===== config.mk =====
export PLATFORM = sky130hd
export DESIGN_NAME = sm83_alu_with_flags
export DESIGN_NICKNAME = d
export VERILOG_FILES = /design/src/hdl/sm83alu_pkg.sv /design/src/hdl/sm83_alu_with_flags.sv /design/src/hdl/sm83alu_core.sv
export SDC_FILE = /design/constraint.sdc
export NUM_CORES = 1
export LEC_CHECK = 0
export ABC_AREA = 0
export ABC_CLOCK_PERIOD_IN_PS = 10900
export BUFFER_PORTS_ARGS = -buffer_cell sky130_fd_sc_hd__buf_2
export CAP_MARGIN = 40
export CORE_AREA = 2 2 144 146
export DETAILED_ROUTE_END_ITERATION = 10
export DIE_AREA = 0 0 146 148
export SYNTH_ARGS = -nofsm -noshare
export SYNTH_HDL_FRONTEND = slang
export SYNTH_SLANG_ARGS = --single-unit
export TNS_END_PERCENT = 5

===== constraint.sdc =====
create_clock -name aclk -period 10.9 [get_ports aclk]
set_input_delay 2.18 -clock aclk [delete_from_list [all_inputs] [get_ports aclk]]
set_output_delay 2.18 -clock aclk [all_outputs]
set_load 0.01 [all_outputs]

===== src/hdl/sm83alu_pkg.sv =====
`default_nettype none

package sm83alu_pkg;

    typedef enum logic [3:0] {
        MODE_ADD   = 4'd0,
        MODE_ADC   = 4'd1,
        MODE_SUB   = 4'd2,
        MODE_SBC   = 4'd3,
        MODE_AND   = 4'd4,
        MODE_OR    = 4'd5,
        MODE_XOR   = 4'd6,
        MODE_CP    = 4'd7,
        MODE_INC8  = 4'd8,
        MODE_DEC8  = 4'd9,
        MODE_ADD16 = 4'd10,
        MODE_ADDSP = 4'd11,
        MODE_INC16 = 4'd12,
        MODE_DEC16 = 4'd13
    } alu_mode_t;

    typedef struct packed {
        alu_mode_t   mode;
        logic [15:0] first_operand;
        logic [15:0] second_operand;
    } alu_in_t;

    typedef struct packed {
        logic [15:0] result;
        logic        write_back;
        logic        zero_flag;
        logic        subtract_flag;
        logic        half_carry_flag;
        logic        carry_flag;
    } alu_out_t;

    typedef struct packed {
        logic z;
        logic n;
        logic h;
        logic c;
    } alu_flags_t;

    localparam alu_flags_t FLAGS_CLEAR = '{z: 1'b0, n: 1'b0, h: 1'b0, c: 1'b0};

endpackage

`default_nettype wire


===== src/hdl/sm83_alu_with_flags.sv =====
// SM83-style 8-bit ALU with a kept Z/N/H/C flag register. Each input transaction carries
// an operation code and two 16-bit operands and yields exactly one result transaction
// with the result, a write-back strobe and the flags after the operation. An operation
// is captured in an input register, evaluated by one pass of combinational logic and
// held in an output register until taken. The flag register updates as an operation
// moves into the output register, so ADC, SBC and the flag-keeping operations see the
// flags of the operation before. One transaction per cycle is sustained while the output
// is not stalled. An accepted transaction passes through the input register and then the
// output register, which raises m_valid; while the output stalls, the result is held
// there. Flags reset to zero.
`default_nettype none

module sm83_alu_with_flags (
    input  wire                    aclk,
    input  wire                    aresetn,
    input  wire                    s_valid,
    output logic                   s_ready,
    input  var sm83alu_pkg::alu_in_t s_data,
    output logic                   m_valid,
    input  wire                    m_ready,
    output sm83alu_pkg::alu_out_t  m_data
);
    import sm83alu_pkg::*;

    logic       in_valid_reg;
    alu_in_t    in_data_reg;
    logic       out_valid_reg;
    alu_out_t   out_data_reg;
    alu_flags_t flags_reg;
    alu_flags_t flags_next;
    alu_out_t   out_data_next;
    logic       advance;

    sm83alu_core u_core (
        .op_in     (in_data_reg),
        .flags_in  (flags_reg),
        .op_out    (out_data_next),
        .flags_out (flags_next)
    );

    // The input register hands over whenever the output register is empty or being drained.
    assign advance = in_valid_reg && (!out_valid_reg || m_ready);
    assign s_ready = !in_valid_reg || advance;

    always_ff @(posedge aclk) begin
        if (!aresetn) begin
            in_valid_reg  <= 1'b0;
            out_valid_reg <= 1'b0;
            flags_reg     <= FLAGS_CLEAR;
        end else begin
            if (s_ready) begin
                in_valid_reg <= s_valid;
            end
            if (advance) begin
                out_valid_reg <= 1'b1;
                flags_reg     <= flags_next;
            end else if (m_ready) begin
                out_valid_reg <= 1'b0;
            end
        end
    end

    always_ff @(posedge aclk) begin
        if (s_ready && s_valid) begin
            in_data_reg <= s_data;
        end
        if (advance) begin
            out_data_reg <= out_data_next;
        end
    end

    assign m_valid = out_valid_reg;
    assign m_data  = out_data_reg;

endmodule

`default_nettype wire


===== src/hdl/sm83alu_core.sv =====
`default_nettype none

module sm83alu_core (
    input  var sm83alu_pkg::alu_in_t    op_in,
    input  var sm83alu_pkg::alu_flags_t flags_in,
    output sm83alu_pkg::alu_out_t       op_out,
    output sm83alu_pkg::alu_flags_t     flags_out
);
    import sm83alu_pkg::*;

    logic [7:0]  a8;
    logic [7:0]  b8;
    logic [15:0] a16;
    logic [15:0] b16;
    logic        cin_add;
    logic        cin_sub;
    logic [8:0]  add9;
    logic [4:0]  add_nib;
    logic [8:0]  sub9;
    logic [4:0]  sub_nib;
    logic [7:0]  inc8;
    logic [7:0]  dec8;
    logic [16:0] add17;
    logic [12:0] add13;
    logic [15:0] sp_sum;
    logic [8:0]  sp9;
    logic [4:0]  sp_nib;
    logic [7:0]  logic8;
    logic [15:0] res;
    logic        wb;
    alu_flags_t  f;

    assign a8  = op_in.first_operand[7:0];
    assign b8  = op_in.second_operand[7:0];
    assign a16 = op_in.first_operand;
    assign b16 = op_in.second_operand;

    // ADC and SBC take the kept carry; the plain forms and CP do not.
    assign cin_add = (op_in.mode == MODE_ADC) ? flags_in.c : 1'b0;
    assign cin_sub = (op_in.mode == MODE_SBC) ? flags_in.c : 1'b0;

    assign add9    = {1'b0, a8} + {1'b0, b8} + {8'd0, cin_add};
    assign add_nib = {1'b0, a8[3:0]} + {1'b0, b8[3:0]} + {4'd0, cin_add};
    // Bit 8 and bit 4 of the differences are the borrows out of the byte and nibble.
    assign sub9    = {1'b0, a8} - {1'b0, b8} - {8'd0, cin_sub};
    assign sub_nib = {1'b0, a8[3:0]} - {1'b0, b8[3:0]} - {4'd0, cin_sub};
    assign inc8    = a8 + 8'd1;
    assign dec8    = a8 - 8'd1;
    assign add17   = {1'b0, a16} + {1'b0, b16};
    assign add13   = {1'b0, a16[11:0]} + {1'b0, b16[11:0]};
    assign sp_sum  = a16 + {{8{b8[7]}}, b8};
    assign sp9     = {1'b0, a8} + {1'b0, b8};
    assign sp_nib  = {1'b0, a8[3:0]} + {1'b0, b8[3:0]};

    always_comb begin
        res    = 16'd0;
        wb     = 1'b1;
        f      = flags_in;
        logic8 = 8'd0;
        unique case (op_in.mode) inside
            MODE_ADD, MODE_ADC: begin
                res = {8'd0, add9[7:0]};
                f   = '{z: (add9[7:0] == 8'd0), n: 1'b0, h: add_nib[4], c: add9[8]};
            end
            MODE_SUB, MODE_SBC, MODE_CP: begin
                res = {8'd0, sub9[7:0]};
                wb  = (op_in.mode != MODE_CP);
                f   = '{z: (sub9[7:0] == 8'd0), n: 1'b1, h: sub_nib[4], c: sub9[8]};
            end
            MODE_AND, MODE_OR, MODE_XOR: begin
                if (op_in.mode == MODE_AND) begin
                    logic8 = a8 & b8;
                end else if (op_in.mode == MODE_OR) begin
                    logic8 = a8 | b8;
                end else begin
                    logic8 = a8 ^ b8;
                end
                res = {8'd0, logic8};
                f   = '{z: (logic8 == 8'd0), n: 1'b0, h: (op_in.mode == MODE_AND),
                        c: 1'b0};
            end
            MODE_INC8: begin
                res = {8'd0, inc8};
                f   = '{z: (inc8 == 8'd0), n: 1'b0, h: (a8[3:0] == 4'hF), c: flags_in.c};
            end
            MODE_DEC8: begin
                res = {8'd0, dec8};
                f   = '{z: (dec8 == 8'd0), n: 1'b1, h: (a8[3:0] == 4'h0), c: flags_in.c};
            end
            MODE_ADD16: begin
                res = add17[15:0];
                f   = '{z: flags_in.z, n: 1'b0, h: add13[12], c: add17[16]};
            end
            MODE_ADDSP: begin
                res = sp_sum;
                f   = '{z: 1'b0, n: 1'b0, h: sp_nib[4], c: sp9[8]};
            end
            MODE_INC16: begin
                res = a16 + 16'd1;
            end
            MODE_DEC16: begin
                res = a16 - 16'd1;
            end
            default: begin
                res = 16'd0;
                wb  = 1'b0;
            end
        endcase
    end

    assign flags_out = f;
    assign op_out    = '{result: res, write_back: wb, zero_flag: f.z,
                         subtract_flag: f.n, half_carry_flag: f.h, carry_flag: f.c};

endmodule

`default_nettype wire


# Yosys cells after proc, flatten, opt, wreduce, memory -nomap -nowiden
# Index checks and enable logic that the tools add are counted.
# Widths: inputs -> output; s select.
# totals
reg_bits	63
latch_bits	0
mem_bits_rw	0
mem_bits_ro	0
in_bits	40
out_inout_bits	23
word_cells	76
memories	0
# classes
add_sub_neg	15
n_mul	0
n_div	0
order_cmp	0
n_eq_ne	15
n_shift	0
muxes	10
n_bitwise	3
reduce_logical	18
# ops
op	n
$pmux 16 s9	1
$logic_not 8->1	5
$eq 4x4->1 const B	7
$pmux 4 s7	1
$mux 8	3
$add 16x16->17	1
$add 16x1->16 const B	1
$add 16x16->16	1
$eq 4x3->1 const B	4
$sub 16x1->16 const B	1
$add 12x12->13	1
$reduce_or 11->1	1
$add 8x8->9	1
$add 9x1->9	1
$sub 8x8->9	1
$sub 9x1->9	1
$add 8x1->8 const B	1
$and 8x8->8	1
$eq 4x2->1 const B	2
$logic_not 4->1	2
$or 8x8->8	1
$sub 8x1->8 const B	1
$xor 8x8->8	1
$reduce_or 3->1	2
other kinds (13)	19

# Logic depth before layout (Yosys ltp)
# Gate-level depths: netlist (run 1).
# depth
word_depth	6
depth_mapped	16

# By module
# From an unflattened synthesis (run 1), not the netlist that was laid out.
# hier_totals
cells_unflattened	648
area_unflattened_um2	5853.1
# by_module_without_submodules
mod	instances	cells_per_inst	area_each_um2	seq_area_each_um2
sm83alu_core	1	564	3883.7	0.0
sm83_alu_with_flags	1	84	1969.4	1831.8

# Worst setup path before layout (run 1)
# OpenSTA, ideal clock, no wires.
# synth_path
path_type	input -> output
start	in m_ready
end	out s_ready
t_arrival_ns	2.496
required_ns	8.720
setup_slack_ns	6.224
cell_stages	2
n_path_buf	0
cell_sequence	nor2b_1 > nand2_1
# synth_between
elab_chain_cells	3
# synth_rtl
item	line_no	rtl
from (decl)	sm83_alu_with_flags.sv:20	input wire m_ready,
$logic_or 1x1->1	sm83_alu_with_flags.sv:42	assign advance = in_valid_reg && (!out_valid_reg || m_ready);
$logic_and 1x1->1	sm83_alu_with_flags.sv:42	
$logic_or 1x1->1	sm83_alu_with_flags.sv:43	assign s_ready = !in_valid_reg || advance;
to (decl)	sm83_alu_with_flags.sv:17	output logic s_ready,
# Every way passes these cells.

# Worst setup path in the final report (run 1)
# Same ends and word-level chain as after synthesis.

==> results of run 1 <==
worst max-delay path by stage:
| stage | start | end | cells past startpoint |
|---|---|---|---|
| after global placement | m_ready | s_ready | 4 |
| after detailed placement | m_ready | s_ready | 4 |
| after global routing | m_ready | s_ready | 4 |
| after CTS | m_ready | s_ready | 4 |
| after floorplan | m_ready | s_ready | 2 |
| final | m_ready | s_ready | 4 |
cells in the final DEF, fill, tap and decap left out, types with 15 or more instances in the layout:
| cell | instances |
|---|---|
| buf_2 | 63 |
| ha_1 | 61 |
| edfxtp_1 | 57 |
| nor2_1 | 52 |
| a21oi_1 | 44 |
| nand2_1 | 43 |
| xnor2_1 | 34 |
| inv_1 | 26 |
| o21ai_0 | 20 |
| nor3_1 | 20 |
| xor2_1 | 19 |
| nand3_1 | 18 |
| o22ai_1 | 16 |
| a211oi_1 | 15 |
area by class of cell:
cell class | instances | area share
Clock inverter | 7 | 0.0113
Inverter | 28 | 0.0164
Multi-Input combinational cell | 481 | 0.540
Timing Repair Buffer | 67 | 0.0577
Tap cell | 270 | 0.0528
Clock buffer | 9 | 0.0352
Sequential cell | 63 | 0.286
worst register-to-register path, delay by kind of cell, from the launching register on:
family | cells | cell delay (ns)
adder cells (fa/ha/maj) | 1 | 0.38
AO/OA/AOI/OAI | 7 | 1.42
flip-flops | 1 | 0.70
AND/OR/NAND/NOR | 5 | 1.78
per-layer routing:
layer / vias to the layer above / wire length (µm) / GRT usage
li1: 2331 / - / -
met1: 2252 / 7400 / 0.201
met2: 184 / 6960 / 0.229
met3: 28 / 923 / 0.0259
met4: 0 / 383 / 0.0602
met5: - / 0 / 0
cell families (layout without fill, tap and decap cells):
group | count (synthesis) | in the layout | share of synthesized area
AO/OA/AOI/OAI | 166 | 166 | 0.207
XOR/XNOR | 54 | 54 | 0.0874
adder cells (fa/ha/maj) | 65 | 65 | 0.153
buffers and inverters | 50 | 111 | 0.0378
flip-flops | 63 | 63 | 0.333
multiplexers | 5 | 5 | 0.00911
AND/OR/NAND/NOR | 191 | 191 | 0.172
power by group:
group / internal, mW / total (mW) / switching (mW)
clock network: 0.177 / 0.286 / 0.109
registers: 0.283 / 0.298 / 0.0148
logic: 0.102 / 0.250 / 0.148
==> impl_metrics.py, run 1 <==
metrics = {
    "setup_path": {
        "cp_slowest_cell": "nor2b_1",
        "path_common_cell": "buf_2",
        "arrival_ns": 2.79,
        "ff2ff_setup_slack_ns": 6.34,
        "worstPathCellList": "buf_2 > nor2b_1 > nand2_1 > buf_2",
        "slowest_delay_ns": 0.26,
        "critPathKind": "input port to output pin",
        "cpLargestDelayFamily": "simple AND/OR/NAND/NOR gates",
        "start_kind": "input port",
        "end_kind": "output pin",
        "r2r_start": "in_data_reg[35]$_DFFE_PP_",
        "critPathBufInv": 2,
        "crit_fanout": 4,
        "r2r_cells": 13,
        "r2r_end": "m_data[19]$_DFFE_PP_",
        "cp.required_ns": 8.72,
    },
    "logic_synthesis": {
        "async_reset_ff_frac": 0,
        "synth_area_um2": 5500,
        "synth_warnings": 0,
        "yosysSeqAreaShare": 0.333,
        "synth-seq-cells": 63,
        "yosys.area.top_type": "edfxtp_1",
        "yosysMostFrequentCell": "ha_1",
        "syn_area_per_cell_um2": 9.25,
        "netlist_top_cells_count": "ha_1, edfxtp_1, nor2_1",
        "synth_area_leaders": "edfxtp_1, ha_1, xnor2_1, a21oi_1, nor2_1",
        "ys_types": 69,
        "synth-edff-count": 57,
        "synthFlopType": "edfxtp_1",
        "synth_cells": 594,
        "synth_top_area_frac": 0.311,
        "syn_nets": 699,
    },
    "die": {
        "row_count": 52,
        "initial_utilization": 0.274,
        "die_h_um": 148,
        "dieWidth_um": 146,
        "die_area_um2": 21600,
        "core_um2": 20000,
        "io_pins": 63,
    },
    "cells_and_area": {
        "final_layout_size_suffix_gt1_frac": 0.153,
        "multi_input_area_um2": 3460,
        "layout.area.seq_um2": 1830,
        "diodes": 0,
        "area_growth_pct": 16.5,
        "fill_cells": 2119,
        "final_util": 0.319,
        "fin_cells": 925,
        "nets": 755,
        "design_area_um2": 6400,
        "largest_reg_flops": 36,
    },
    "timing": {
        "timing.slew.headroom": 0.411,
        "finalClockSkew_ns": 0.00523,
        "rsz0062_at_grt": "false",
        "finalWorstSetupSlack_ns": 5.93,
        "setup_violations": 0,
        "whs_ns": 0.513,
        "slew_violations": 0,
        "worst_pin_slew_ns": 0.881,
        "final.setup.tns_ns": 0,
        "finalCriticalPeriod_ns": 4.97,
        "hold_viol_final": 0,
        "layout_worst_path_cycle_share": 0.456,
        "fmax_mhz": 201,
    },
    "detailed_routing": {
        "first_iter_violations": 401,
        "postRouteWirelength_um": 15700,
        "final_antenna_net_count": 0,
        "route.detailed.drc": 0,
        "vias": 4795,
        "wl_per_cell_um": 16.9,
        "first_pass_iters": 5,
        "viasPerCell": 5.18,
    },
    "clock_network": {
        "cts_root_buf": "clkbuf_16",
        "postCtsSetupBuffers": 0,
        "cts_buffers": 9,
        "clk-insertion-delay-late_ns": 0.34,
        "cts_tree": "yes",
        "holdBufCountCts": 0,
        "cts_buffer_depth": 2,
        "htree_levels": 3,
        "ctsResizeCount": 0,
        "numClockSinks": 63,
        "clk_pin_slew_worst_paths_ns": 0.05,
    },
    "power": {
        "power.leakage_nw": 2.53,
        "cellPowerDensity_nw_per_um2": 130,
        "ir_drop_v": 0.0000579,
        "total_power_mw": 0.835,
    },
    "placed_design": {
        "place_congestion": 0.920,
        "post-place-ws_ns": 5.94,
        "dp_hpwl_um": 12200,
        "place_inst": 909,
        "io_buffers": 62,
        "dpl_cell_area_um2": 6100,
    },
    "run": {
        "maxCapViolCount": 0,
    },
    "global_routing": {
        "grt_pass1_wl_um": 24800,
        "grt_antenna_before_repair": 0,
        "grt_overflow_total": 0,
        "grt_max_degree": 34,
        "track_usage": 0.147,
        "grt_pass1_vias": 4543,
    },
    "min_path": {
        "worstHoldPathCells": 1,
        "hold_start": "in_valid_reg$_SDFFE_PN0N_",
        "hold_class": "flop to flop",
        "whs_endpoint": "m_valid$_SDFFE_PN0P_",
    },
    "status": {
        "run_status": "finished, final reports clean",
    },
}
Power figures use the tool's default switching activity.
==> run 2: changes to the inputs <==
--- a/config.mk
+++ b/config.mk
@@ -6,7 +6,7 @@
 export NUM_CORES = 1
 export LEC_CHECK = 0
 export ABC_AREA = 0
-export ABC_CLOCK_PERIOD_IN_PS = 10900
+export ABC_CLOCK_PERIOD_IN_PS = 4200
 export BUFFER_PORTS_ARGS = -buffer_cell sky130_fd_sc_hd__buf_2
 export CAP_MARGIN = 40
 export CORE_AREA = 2 2 144 146
==> constraint.sdc (replaced) <==
create_clock -name aclk -period 4.2 [get_ports aclk]
set_input_delay 0.84 -clock aclk [delete_from_list [all_inputs] [get_ports aclk]]
set_output_delay 0.84 -clock aclk [all_outputs]
set_load 0.01 [all_outputs]
==> run 2 against run 1 <==
Sequential power rose to 2.6 times the previous value. Critical path depth rose by 10. Highest routed layer unchanged. Hold slack got worse by 0.0031 ns. Setup slack got worse by 5.5 ns. Critical endpoint is now m_data[19]$_DFFE_PP_. Design area rose by 0.31%.
==> impl_metrics.py, run 2 (synthesized netlist as in run 1, its figures left out) <==
metrics = {
    "timing": {
        "slew_violations": 0,
        "fmax_mhz": 263,
        "final.setup.tns_ns": 0,
        "hold_viol_final": 0,
        "whs_ns": 0.510,
        "worst_pin_slew_ns": 0.672,
        "finalClockSkew_ns": 0.00832,
        "timing.slew.headroom": 0.546,
        "finalCriticalPeriod_ns": 3.80,
        "setup_violations": 0,
        "rsz0062_at_grt": "false",
        "layout_worst_path_cycle_share": 0.904,
        "finalWorstSetupSlack_ns": 0.405,
    },
    "die": {
        "die_h_um": 148,
        "initial_utilization": 0.274,
        "io_pins": 63,
        "row_count": 52,
        "dieWidth_um": 146,
        "core_um2": 20000,
        "die_area_um2": 21600,
    },
    "placed_design": {
        "post-place-ws_ns": 0.450,
        "io_buffers": 62,
        "place_congestion": 0.912,
        "dpl_cell_area_um2": 6140,
        "place_inst": 915,
        "dp_hpwl_um": 12300,
    },
    "global_routing": {
        "grt_pass1_wl_um": 24500,
        "grt_max_degree": 32,
        "track_usage": 0.145,
        "grt_pass1_vias": 4555,
        "grt_antenna_before_repair": 0,
        "grt_overflow_total": 0,
    },
    "cells_and_area": {
        "fin_cells": 931,
        "design_area_um2": 6420,
        "largest_reg_flops": 36,
        "diodes": 0,
        "final_util": 0.320,
        "final_common_cell": "buf_2",
        "final_cell_mix": "buf_2, ha_1, edfxtp_1",
        "nets": 761,
        "final_layout_size_suffix_gt1_frac": 0.160,
        "area_growth_pct": 16.8,
    },
    "clock_network": {
        "postCtsSetupBuffers": 0,
        "cts_tree": "yes",
        "holdBufCountCts": 0,
        "htree_levels": 3,
        "clk_pin_slew_worst_paths_ns": 0.06,
        "ctsResizeCount": 0,
        "clk-insertion-delay-late_ns": 0.35,
        "cts_buffers": 9,
        "numClockSinks": 63,
        "cts_buffer_depth": 2,
        "cts_root_buf": "clkbuf_16",
    },
    "setup_path": {
        "end_kind": "flop",
        "critPathKind": "flop to flop",
        "start_kind": "flop",
        "crit_fanout": 10,
        "arrival_ns": 3.87,
        "cp.required_ns": 4.28,
    },
    "detailed_routing": {
        "dr_wl_met2_um": 6840,
        "vias": 4702,
        "postRouteWirelength_um": 15400,
        "top_layer": "met4",
        "wl_met1_um": 7390,
        "viasPerCell": 5.05,
        "first_pass_iters": 5,
        "final_antenna_net_count": 0,
        "first_iter_violations": 307,
        "wl_met3_um": 913,
        "route.detailed.drc": 0,
        "wl_per_cell_um": 16.5,
    },
    "power": {
        "cellPowerDensity_nw_per_um2": 331,
        "ir_drop_v": 0.000130,
        "power.leakage_nw": 2.55,
        "total_power_mw": 2.13,
    },
    "status": {
        "run_status": "finished, final reports clean",
    },
    "run": {
        "maxCapViolCount": 0,
    },
    "min_path": {
        "hold_class": "flop to flop",
    },
}
[run 2: cell types whose count changed in the layout (fill, tap and decap cells not counted), sizes merged]
| cell | change |
|---|---|
| buf | +6 |
| bufinv | -1 |
| clkinv | +1 |
| clkinvlp | -1 |
| inv | +1 |
[run 2: path summary, 6_finish.rpt]
kind	startpoint	end	slack [ns]	cells past startpoint
min reg2reg	in_valid_reg$_SDFFE_PN0N_	m_valid$_SDFFE_PN0P_	0.51	1
max reg2reg	in_data_reg[34]$_DFFE_PP_	m_data[19]$_DFFE_PP_	0.40	14
max	in_data_reg[34]$_DFFE_PP_	m_data[19]$_DFFE_PP_	0.40	14
min	in_valid_reg$_SDFFE_PN0N_	m_valid$_SDFFE_PN0P_	0.51	1
[run 2: where the power goes]
group / internal, mW / switching (mW)
clock: 0.404 / 0.295
combinational: 0.268 / 0.395
sequential: 0.735 / 0.0291
total: 1.41 / 0.719
[run 2: area by class of cell]
type | count | area (µm²)
fill | 2146 | 13600
multi-input combinational | 481 | 3460
sequential | 63 | 1830
timing repair buffer | 73 | 405
tap | 270 | 338
clock buffer | 9 | 225
inverter | 28 | 105
clock inverter | 7 | 56.3
[run 2: worst max-delay path: stages, from the launching register on]
cell and delay [ns]:
edfxtp_1 0.34, nand2_1 0.14, or2_2 0.41, nor2_1 0.29
buf_4 0.22, a31oi_1 0.05, ha_1 0.34, or2_2 0.31
a21oi_1 0.14, a31oi_1 0.10, a221o_1 0.38, o41ai_1 0.41
or3b_2 0.20, a21o_1 0.12, o211ai_1 0.07
[run 2: per-layer routing]
metal,up-vias,GRT usage
met3,20,0.0352
li1,2339,-
met4,0,0.0466
met5,-,0
met1,2196,0.197
met2,147,0.227
